**config.mk**
```make
export PLATFORM = sky130hd
export DESIGN_NAME = srgbe_curve_gen
export DESIGN_NICKNAME = d
export VERILOG_FILES = /design/src/srgbe_pkg.sv /design/src/srgbe_curve_gen.sv
export SDC_FILE = /design/constraint.sdc
export NUM_CORES = 2
export LEC_CHECK = 0
export BUFFER_PORTS_ARGS = -buffer_cell sky130_fd_sc_hd__buf_2
export CAP_MARGIN = 20
export CORE_UTILIZATION = 45
export CTS_CLUSTER_DIAMETER = 50
export DETAILED_ROUTE_END_ITERATION = 12
export HOLD_SLACK_MARGIN = 0.08
export PLACE_DENSITY = 0.57
export REMOVE_ABC_BUFFERS = 1
export SETUP_SLACK_MARGIN = 0.4
export SLEW_MARGIN = 5
export SYNTH_ARGS = -nofsm -noshare
export SYNTH_HDL_FRONTEND = slang
export SYNTH_SLANG_ARGS = --single-unit
```
**constraint.sdc**
```tcl
create_clock -name i_clk -period 11.5 [get_ports i_clk]
set_input_delay 1.725 -clock i_clk [delete_from_list [all_inputs] [get_ports i_clk]]
set_output_delay 1.725 -clock i_clk [all_outputs]
set_load 0.005 [all_outputs]
```
**src/srgbe_pkg.sv**
```systemverilog
`default_nettype none

package srgbe_pkg;

    // curve store
    localparam int CURVE_ENTRIES = 65536;
    localparam int CURVE_AW      = $clog2(CURVE_ENTRIES);

    // geometry limits
    localparam int MAX_WIDTH  = 8192;
    localparam int WIDTH_LIM  = (MAX_WIDTH < 8192) ? MAX_WIDTH : 8192;
    localparam int HEIGHT_LIM = 8192;

    localparam int SIZE_W = 14;
    localparam int CNT_W  = 13;
    localparam int PAD_W  = 8;
    localparam int ADDR_W = 28;
    localparam int CHAN_W = 16;
    localparam int BYTE_W = 8;

    // configuration port
    localparam int CFG_IDX_W  = 2;
    localparam int CFG_DATA_W = SIZE_W;

    localparam logic [SIZE_W-1:0] WIDTH_RST  = SIZE_W'(640);
    localparam logic [SIZE_W-1:0] HEIGHT_RST = SIZE_W'(480);
    localparam logic [PAD_W-1:0]  PAD_RST    = '0;

    typedef enum logic [CFG_IDX_W-1:0] {
        CFG_WIDTH   = 2'd0,
        CFG_HEIGHT  = 2'd1,
        CFG_PADDING = 2'd2
    } t_cfg_idx;

    typedef struct packed {
        logic [CHAN_W-1:0] red_in;
        logic [CHAN_W-1:0] green_in;
        logic [CHAN_W-1:0] blue_in;
    } t_pix_in;

    typedef struct packed {
        logic [BYTE_W-1:0] blue_out;
        logic [BYTE_W-1:0] green_out;
        logic [BYTE_W-1:0] red_out;
        logic [ADDR_W-1:0] byte_address;
        logic              frame_done;
    } t_pix_out;

    // one write into the curve store
    typedef struct packed {
        logic                we;
        logic [CURVE_AW-1:0] addr;
        logic [BYTE_W-1:0]   data;
    } t_rom_wr;

endpackage

`default_nettype wire

```
**src/srgbe_curve_gen.sv**
```systemverilog
`default_nettype none

// Builds the sRGB curve after reset, one entry at a time, in exact integers.
// Above the linear segment: byte >= k iff c^5 * 211^12 * 65535^7 >= B^12,
// B = 51200*k + 720885. Limb-serial bignum multiply and compare.
module srgbe_curve_gen import srgbe_pkg::*; (
    input  wire logic    i_clk,
    input  wire logic    i_rst_n,
    output t_rom_wr      o_wr,
    output logic         o_done
);

    localparam int LIMBS   = 18;
    localparam int LIMB_W  = 16;
    localparam int LI_W    = $clog2(LIMBS);
    localparam int MUL_W   = 24;
    localparam int PROD_W  = LIMB_W + MUL_W + 1;
    localparam int CARRY_W = PROD_W - LIMB_W;

    localparam int KC_PASSES_A = 12;
    localparam int KC_PASSES   = KC_PASSES_A + 7;
    localparam int KC_FACTOR_A = 211;
    localparam int KC_FACTOR_B = 65535;
    localparam int LHS_PASSES  = 5;
    localparam int RHS_PASSES  = 11;
    localparam int PASS_W      = $clog2(KC_PASSES);

    localparam int B_BASE = 720885;
    localparam int B_STEP = 51200;

    localparam int LIN_LAST = 205;
    localparam int LIN_STEP = 1292;
    localparam int LIN_DEN  = 25600;
    localparam int REM_W    = 15;
    localparam int Q_W      = 4;

    localparam logic [BYTE_W-1:0] K_TOP = '1;

    typedef enum logic [3:0] {
        S_KC_INIT,
        S_KC_MUL,
        S_LIN,
        S_RHS_SET,
        S_RHS_MUL,
        S_LHS_MUL,
        S_CMP,
        S_WR,
        S_DONE
    } t_state;

    t_state                r_state;
    logic [LIMB_W-1:0]     r_kc  [LIMBS];
    logic [LIMB_W-1:0]     r_lhs [LIMBS];
    logic [LIMB_W-1:0]     r_rhs [LIMBS];
    logic [LI_W-1:0]       r_li;
    logic [PASS_W-1:0]     r_cnt;
    logic [CARRY_W-1:0]    r_carry;
    logic [MUL_W-1:0]      r_b;
    logic [CURVE_AW-1:0]   r_c;
    logic [Q_W-1:0]        r_q;
    logic [REM_W-1:0]      r_rem;
    logic [BYTE_W-1:0]     r_k;
    logic                  r_lhs_ok;
    t_rom_wr               r_wr;
    logic                  r_done;

    logic [LIMB_W-1:0]     src_limb;
    logic [MUL_W-1:0]      mul;
    logic [PROD_W-1:0]     prod;
    logic                  pass_end;
    logic [BYTE_W-1:0]     k_inc;
    logic [MUL_W-1:0]      b_next;
    logic [REM_W-1:0]      rem_sum;
    logic                  limb_gt;
    logic                  limb_lt;

    always_comb begin
        src_limb = '0;
        mul      = '0;
        case (r_state)
            S_KC_MUL: begin
                src_limb = r_kc[r_li];
                mul = (r_cnt < PASS_W'(KC_PASSES_A)) ? MUL_W'(KC_FACTOR_A)
                                                      : MUL_W'(KC_FACTOR_B);
            end
            S_RHS_MUL: begin
                src_limb = r_rhs[r_li];
                mul      = r_b;
            end
            S_LHS_MUL: begin
                // first pass seeds from the constant
                src_limb = (r_cnt == '0) ? r_kc[r_li] : r_lhs[r_li];
                mul      = MUL_W'(r_c);
            end
            default: begin
                src_limb = '0;
                mul      = '0;
            end
        endcase
        prod     = PROD_W'(src_limb) * PROD_W'(mul) + PROD_W'(r_carry);
        pass_end = (r_li == LI_W'(LIMBS - 1));
        k_inc    = r_k + BYTE_W'(1);
        b_next   = MUL_W'(B_BASE) + MUL_W'(B_STEP) * MUL_W'(k_inc);
        rem_sum  = r_rem + REM_W'(LIN_STEP);
        limb_gt  = r_lhs[r_li] > r_rhs[r_li];
        limb_lt  = r_lhs[r_li] < r_rhs[r_li];
    end

    always_ff @(posedge i_clk) begin
        if (!i_rst_n) begin
            r_state  <= S_KC_INIT;
            r_wr.we  <= 1'b0;
            r_done   <= 1'b0;
            r_lhs_ok <= 1'b0;
        end else begin
            // the store is written from the linear and write states only
            r_wr.we <= (r_state == S_LIN) || (r_state == S_WR);
            case (r_state)
                S_KC_INIT: begin
                    for (int i = 0; i < LIMBS; i++) begin
                        r_kc[i] <= (i == 0) ? LIMB_W'(1) : '0;
                    end
                    r_li    <= '0;
                    r_cnt   <= '0;
                    r_carry <= '0;
                    r_state <= S_KC_MUL;
                end
                S_KC_MUL: begin
                    r_kc[r_li] <= prod[LIMB_W-1:0];
                    r_carry    <= pass_end ? '0 : prod[PROD_W-1:LIMB_W];
                    r_li       <= pass_end ? '0 : r_li + LI_W'(1);
                    if (pass_end) begin
                        r_cnt <= r_cnt + PASS_W'(1);
                        if (r_cnt == PASS_W'(KC_PASSES - 1)) begin
                            r_c     <= '0;
                            r_q     <= '0;
                            r_rem   <= '0;
                            r_state <= S_LIN;
                        end
                    end
                end
                S_LIN: begin
                    r_wr.addr <= r_c;
                    r_wr.data <= BYTE_W'(r_q);
                    if (rem_sum >= REM_W'(LIN_DEN)) begin
                        r_rem <= rem_sum - REM_W'(LIN_DEN);
                        r_q   <= r_q + Q_W'(1);
                    end else begin
                        r_rem <= rem_sum;
                    end
                    r_c <= r_c + CURVE_AW'(1);
                    if (r_c == CURVE_AW'(LIN_LAST)) begin
                        r_k      <= '0;
                        r_lhs_ok <= 1'b0;
                        r_state  <= S_RHS_SET;
                    end
                end
                S_RHS_SET: begin
                    r_b <= b_next;
                    for (int i = 0; i < LIMBS; i++) begin
                        if (i == 0) begin
                            r_rhs[i] <= b_next[LIMB_W-1:0];
                        end else if (i == 1) begin
                            r_rhs[i] <= LIMB_W'(b_next[MUL_W-1:LIMB_W]);
                        end else begin
                            r_rhs[i] <= '0;
                        end
                    end
                    r_li     <= '0;
                    r_cnt    <= '0;
                    r_carry  <= '0;
                    r_state  <= S_RHS_MUL;
                end
                S_RHS_MUL: begin
                    r_rhs[r_li] <= prod[LIMB_W-1:0];
                    r_carry     <= pass_end ? '0 : prod[PROD_W-1:LIMB_W];
                    if (!pass_end) begin
                        r_li <= r_li + LI_W'(1);
                    end else if (r_cnt == PASS_W'(RHS_PASSES - 1)) begin
                        r_cnt <= '0;
                        if (r_lhs_ok) begin
                            r_li    <= LI_W'(LIMBS - 1);
                            r_state <= S_CMP;
                        end else begin
                            r_li    <= '0;
                            r_state <= S_LHS_MUL;
                        end
                    end else begin
                        r_li  <= '0;
                        r_cnt <= r_cnt + PASS_W'(1);
                    end
                end
                S_LHS_MUL: begin
                    r_lhs[r_li] <= prod[LIMB_W-1:0];
                    r_carry     <= pass_end ? '0 : prod[PROD_W-1:LIMB_W];
                    if (!pass_end) begin
                        r_li <= r_li + LI_W'(1);
                    end else if (r_cnt == PASS_W'(LHS_PASSES - 1)) begin
                        r_cnt    <= r_cnt + PASS_W'(1);
                        r_lhs_ok <= 1'b1;
                        r_li     <= LI_W'(LIMBS - 1);
                        r_state  <= S_CMP;
                    end else begin
                        r_li  <= '0;
                        r_cnt <= r_cnt + PASS_W'(1);
                    end
                end
                S_CMP: begin
                    // most significant limb first
                    if (limb_gt || (!limb_lt && r_li == '0)) begin
                        r_k <= k_inc;
                        r_state <= (k_inc == K_TOP) ? S_WR : S_RHS_SET;
                    end else if (limb_lt) begin
                        r_state <= S_WR;
                    end else begin
                        r_li <= r_li - LI_W'(1);
                    end
                end
                S_WR: begin
                    r_wr.addr <= r_c;
                    r_wr.data <= r_k;
                    r_lhs_ok  <= 1'b0;
                    r_li      <= '0;
                    r_cnt     <= '0;
                    r_carry   <= '0;
                    r_c       <= r_c + CURVE_AW'(1);
                    if (r_c == CURVE_AW'(CURVE_ENTRIES - 1)) begin
                        r_state <= S_DONE;
                    end else if (r_k != K_TOP) begin
                        r_state <= S_LHS_MUL;
                    end
                end
                S_DONE: begin
                    // set as the last write reaches the store
                    r_done <= 1'b1;
                end
                default: begin
                    r_state <= S_KC_INIT;
                end
            endcase
        end
    end

    assign o_wr   = r_wr;
    assign o_done = r_done;

endmodule

`default_nettype wire

```
## Yosys cells after proc, flatten, opt, wreduce, memory -nomap -nowiden

Memory sizes are Yosys's and may differ from the RTL's. A register that Yosys moved wholly into a read port is not among the register bits.
Index checks and enable logic that the tools add are counted.

| storage, ports and cells | value |
|---|---|
| flip-flop bits (word level) | 133 |
| RAM bits | 864 |
| input port bits | 2 |
| output and inout port bits | 26 |
| memories kept | 3 |

Memory list:

| memory | depth | bits a word | read ports | clocked after Yosys merged registers in | write ports | RTL line | text |
|---|---|---|---|---|---|---|---|
| r_kc | 18 | 16 | 1 | 1 | 18 | srgbe_curve_gen.sv:52 | `logic [LIMB_W-1:0] r_kc [LIMBS];` |
| r_lhs | 18 | 16 | 1 | 1 | 1 | srgbe_curve_gen.sv:53 | `logic [LIMB_W-1:0] r_lhs [LIMBS];` |
| r_rhs | 18 | 16 | 1 | 1 | 18 | srgbe_curve_gen.sv:54 | `logic [LIMB_W-1:0] r_rhs [LIMBS];` |

| cells by class | value |
|---|---|
| $add $sub $neg | 10 |
| multiply operators | 2 |
| magnitude comparators | 4 |
| equal/unequal tests | 30 |
| muxes and demuxes | 76 |
| bitwise gates (word level) | 1 |
| reduce and logical (&&, ||, !) cells | 32 |

Operators with widths:

| operator | count |
|---|---|
| $mux W16 | 6 |
| $mux W5 | 16 |
| $pmux W24 S3 | 1 |
| $mux W4 | 14 |
| $pmux W25 S2 | 1 |
| $pmux W16 S3 | 1 |
| $pmux W24 S2 | 1 |
| $mux W15 | 3 |
| $add A40 B25 Y41 | 1 |
| $mul A16 B24 Y40 | 1 |
| $pmux W4 S9 | 1 |
| $pmux W16 S2 | 1 |
| $reduce_or A16 Y1 | 2 |
| $pmux W15 S2 | 1 |
| $mux W25 | 1 |
| $pmux W5 S5 | 1 |
| $add A20 B24 Y24 const A | 1 |
| $reduce_and A4 Y1 | 6 |
| $mux W1 | 20 |
| $ne A2 B2 Y1 const B | 9 |
| $add A16 B1 Y16 const B | 1 |
| $eq A16 B16 Y1 const B | 1 |
| $eq A16 B8 Y1 const B | 1 |
| $eq A4 B3 Y1 const B | 4 |
| 43 further kinds | 60 |

## Depth between registers and ports, before layout

| depth | value |
|---|---|
| depth after elaboration | 7 |
| depth in mapped cells | 33 |
| gate-level depth less buffers | 28 |

## Worst setup path after synthesis

OpenSTA, ideal clock, no wires.

| timing path | value |
|---|---|
| kind | reg2reg |
| start point | register with a tool-made name |
| end point | register r_carry[22] (data pin) |
| setup time | 0.260 ns |
| data arrival time | 7.592 ns |
| data required time | 11.240 ns |
| path slack | 3.648 ns |
| stages on the path, launching flop included | 30 |
| buffers on the path | 5 |
| period minus slack after synthesis | 7.852 ns |
| cells stage by stage | dfxtp_1 -> buf_2 -> buf_4 -> buf_2 -> buf_2 -> mux4_2 -> mux4_2 -> mux2i_1 -> o21ai_1 -> buf_2 -> nand2_1 -> fa_1 -> fa_1 -> fa_1 -> inv_1 -> fa_1 -> fa_1 -> inv_1 -> fa_1 -> inv_1 -> ha_1 -> a21oi_1 -> o21ai_0 -> a221o_1 -> a21oi_1 -> o32ai_1 -> o211a_1 -> o21ai_0 -> a211o_1 -> o21ai_0 |

RTL lines:

| what | RTL line | text |
|---|---|---|
| end signal, assigned | srgbe_curve_gen.sv:130 | `r_carry <= pass_end ? '0 : prod[PROD_W-1:LIMB_W];` |
| end signal, assigned | srgbe_curve_gen.sv:176 | `r_carry <= pass_end ? '0 : prod[PROD_W-1:LIMB_W];` |
| end signal, assigned | srgbe_curve_gen.sv:195 | `r_carry <= pass_end ? '0 : prod[PROD_W-1:LIMB_W];` |
| end, declared | srgbe_curve_gen.sv:57 | `logic [CARRY_W-1:0] r_carry;` |

==> flow_summary.yaml <==
outcome:
  status: "finished, final reports clean"
placed_design:
  routabilityCongestion: 0.926
  place_ws_ps: 1320
  dp.final_hpwl_mm: 134
  numPortBuffers: 27
setup_path:
  r2r_cells: 26
  critical_path_class: "reg2reg"
  path_max_fanout: 72
  r2r-end: "r_rhs[19][14]"
  endpoint_kind: "flip-flop"
  arrival_ps: 10820
  rrSetupSlack_ps: 1250
  start_kind: "flip-flop"
  required_ps: 12070
cts:
  clk_latency_ps: 810
  root_buffer: "clkbuf_16"
  numCtsBuffers: 162
  ctsHoldBuffers: 0
  cts_tree: "yes"
  cts.htree.levels: 4
  ctsResizeCount: 0
  post-cts-setup-buffers: 0
  cts_buffer_depth: 3
  clkTransAtPathRegs_ps: 60
  clock-sinks: 1437
route:
  drt-total-wl_mm: 202
  drc: 0
  vias: 43000
  wire_per_inst_um: 27.2
  drt_iter0_drc: 4367
  ant_nets: 0
  vias_per_cell: 5.78
  firstDrtPassIters: 6
die:
  core_mm2: 0.163
  io_pins: 28
  dieArea_mm2: 0.166
  die_x_um: 408
  initial_core_util: 0.454
  row_count: 148
  die_y_um: 408
worst_hold_path:
  min_to: "r_lhs_ok"
  holdPathStages: 2
  holdCritPathClass: "reg2reg"
  min_from: "r_lhs_ok"
global_routing:
  grt_overflow: 0
  grt_max_degree: 123
  antenna_found_initial: 9
  grt_first_pass_wirelength_mm: 299
  grt_use_total: 0.245
  grt_pass1_vias: 43400
cells_and_area:
  fin_util: 0.505
  finish.net_count: 5653
  syn_to_final_growth_pct: 11.2
  layout-drive-gt1-share: 0.178
timing:
  hold_viol_final: 0
  clock-skew-final_ps: 29.9
  post-route-period-util: 0.891
  worst_slack_ps: 1250
  slew_headroom: 0.178
  grt_setup_unrepaired: "no"
  setup_tns_ps: 0
  finalCriticalPeriod_ps: 10250
  fmax_ghz: 0.0976
  setup_viol: 0
  drv_slew: 0
  worst_pin_slew_ps: 1230
synth:
  syn_avg_cell_area_um2: 14.5
  synth_cells: 5107
  ys_seq_area_frac: 0.581
  yosysWarnings: 0
  ys_ff_latch: 1437
  synth_edf_count: 1425
  synth.distinct_cells: 71
  ys.flop_type: "edfxtp_1"
  syn-cell-area_mm2: 0.0741
  ys_async_sr_fraction: 0
flow_run:
  cap_viol_max_count: 0
-- final cells by class --
class / count / area (µm²)
inverters: 483 / 1810
well taps: 2175 / 2720
repair buffers: 189 / 1490
clock inverters: 91 / 833
multi-input cells: 2863 / 28300
clock buffers: 199 / 4240
fillers: 13700 / 80700
diodes: 2 / 5.00
flip-flops and latches: 1437 / 43000
-- flip-flops by register name, summed over array words and instances (netlist names), 8 cells and up, named ones only --
register / count
r_carry: 25
r_rhs: 512
r_rem: 13
r_kc: 512
r_lhs: 288
o_wr: 25
r_b: 13
r_c: 16
r_k: 8
-- per-layer routing --
metal,global-route usage,routed length (µm),part of all wire,vias up
met5,0,121,0.00060,-
met4,0.0732,5790,0.029,6
met3,0.0436,14800,0.073,319
met2,0.380,93900,0.46,1699
met1,0.355,87300,0.43,22600
li1,-,-,-,18400
-- worst max-delay path by stage --
stage	start	endpoint	slack (ps)	cells past startpoint
6_report	flip-flop	r_rhs[19][14]	1250	26
5_1_grt	flip-flop	r_rhs[22][14]	790	27
4_1_cts	flip-flop	r_rhs[22][14]	1300	26
3_5_place_dp	flip-flop	r_rhs[22][14]	1320	26
3_3_place_gp	flip-flop	r_rhs[29][14]	1320	26
2_1_floorplan	flip-flop	r_rhs[17][14]	-10910	25
-- placed cells by master, fill, tap and decap left out, types with 10 or more instances in the layout --
master / Yosys / final
mux2i_1: 40 / 40
ha_1: 180 / 177
nor3_1: 22 / 18
o21ai_0: 60 / 58
xor2_1: 44 / 38
nor2b_1: 22 / 21
nor2_1: 670 / 619
and3_1: 163 / 163
buf_4: 5 / 150
fa_1: 335 / 333
nand4_1: 10 / 10
nor2_2: 0 / 48
a21o_1: 38 / 38
buf_2: 62 / 27
xnor2_1: 48 / 43
or3_1: 13 / 13
a21oi_1: 85 / 84
bufinv_16: 0 / 10
clkinv_2: 0 / 26
mux2_2: 13 / 13
and2_1: 52 / 52
clkinv_1: 0 / 28
nand2_1: 432 / 432
o21ai_2: 2 / 11
mux4_2: 400 / 400
inv_1: 482 / 482
clkbuf_1: 218 / 35
nand3_1: 44 / 44
clkbuf_16: 0 / 164
edfxtp_1: 1425 / 1425
nand2b_1: 58 / 58
-- Yosys cell counts, drive strengths merged, types with 76 or more instances --
| master | n | area [µm²] |
|---|---|---|
| nor2 | 670 | 2510 |
| ha | 180 | 2250 |
| fa | 335 | 6710 |
| edfxtp | 1425 | 42800 |
| mux4 | 400 | 9010 |
| and3 | 163 | 1020 |
| buf | 106 | 592 |
| inv | 483 | 1810 |
| o21ai | 76 | 388 |
| a21oi | 88 | 452 |
| clkbuf | 218 | 818 |
| nand2 | 432 | 1620 |
-- critical path, cell delays in order (launching register included) --
cell and delay [ps]:
dfxtp_4 740, buf_12 530, mux4_2 630, mux4_2 540
nand2_1 120, a21oi_1 200, a221oi_4 810, nor2_1 160
fa_1 580, inv_1 50, fa_1 460, fa_1 500
fa_1 550, inv_1 50, fa_1 470, inv_1 50
fa_1 480, inv_1 50, ha_1 380, a21oi_1 220
o21ai_0 110, nor2_1 440, nand2_1 200, xnor2_2 220
inv_1 580, nand2_1 380, inv_1 390
-- cells by family after synthesis --
group	Yosys count	share of synthesized area
compound gates	285	0.0244
xor+xnor	92	0.0109
fa+ha+maj	515	0.121
buf+inv	807	0.0435
flops	1437	0.581
mux	453	0.129
simple gates	1518	0.0904
-- stage by stage --
step,cells,hold slack (ps),area [µm²]
final,7439,516,82400
after global placement,7142,495,77300
after floorplan,4783,465,72700
after global routing,7437,530,82400
after detailed placement,7145,500,77300
after CTS,7435,509,82400
Power is left out: the tool's default activity adds up to more than one toggle a clock period on the data nets, which glitch-free logic cannot reach.
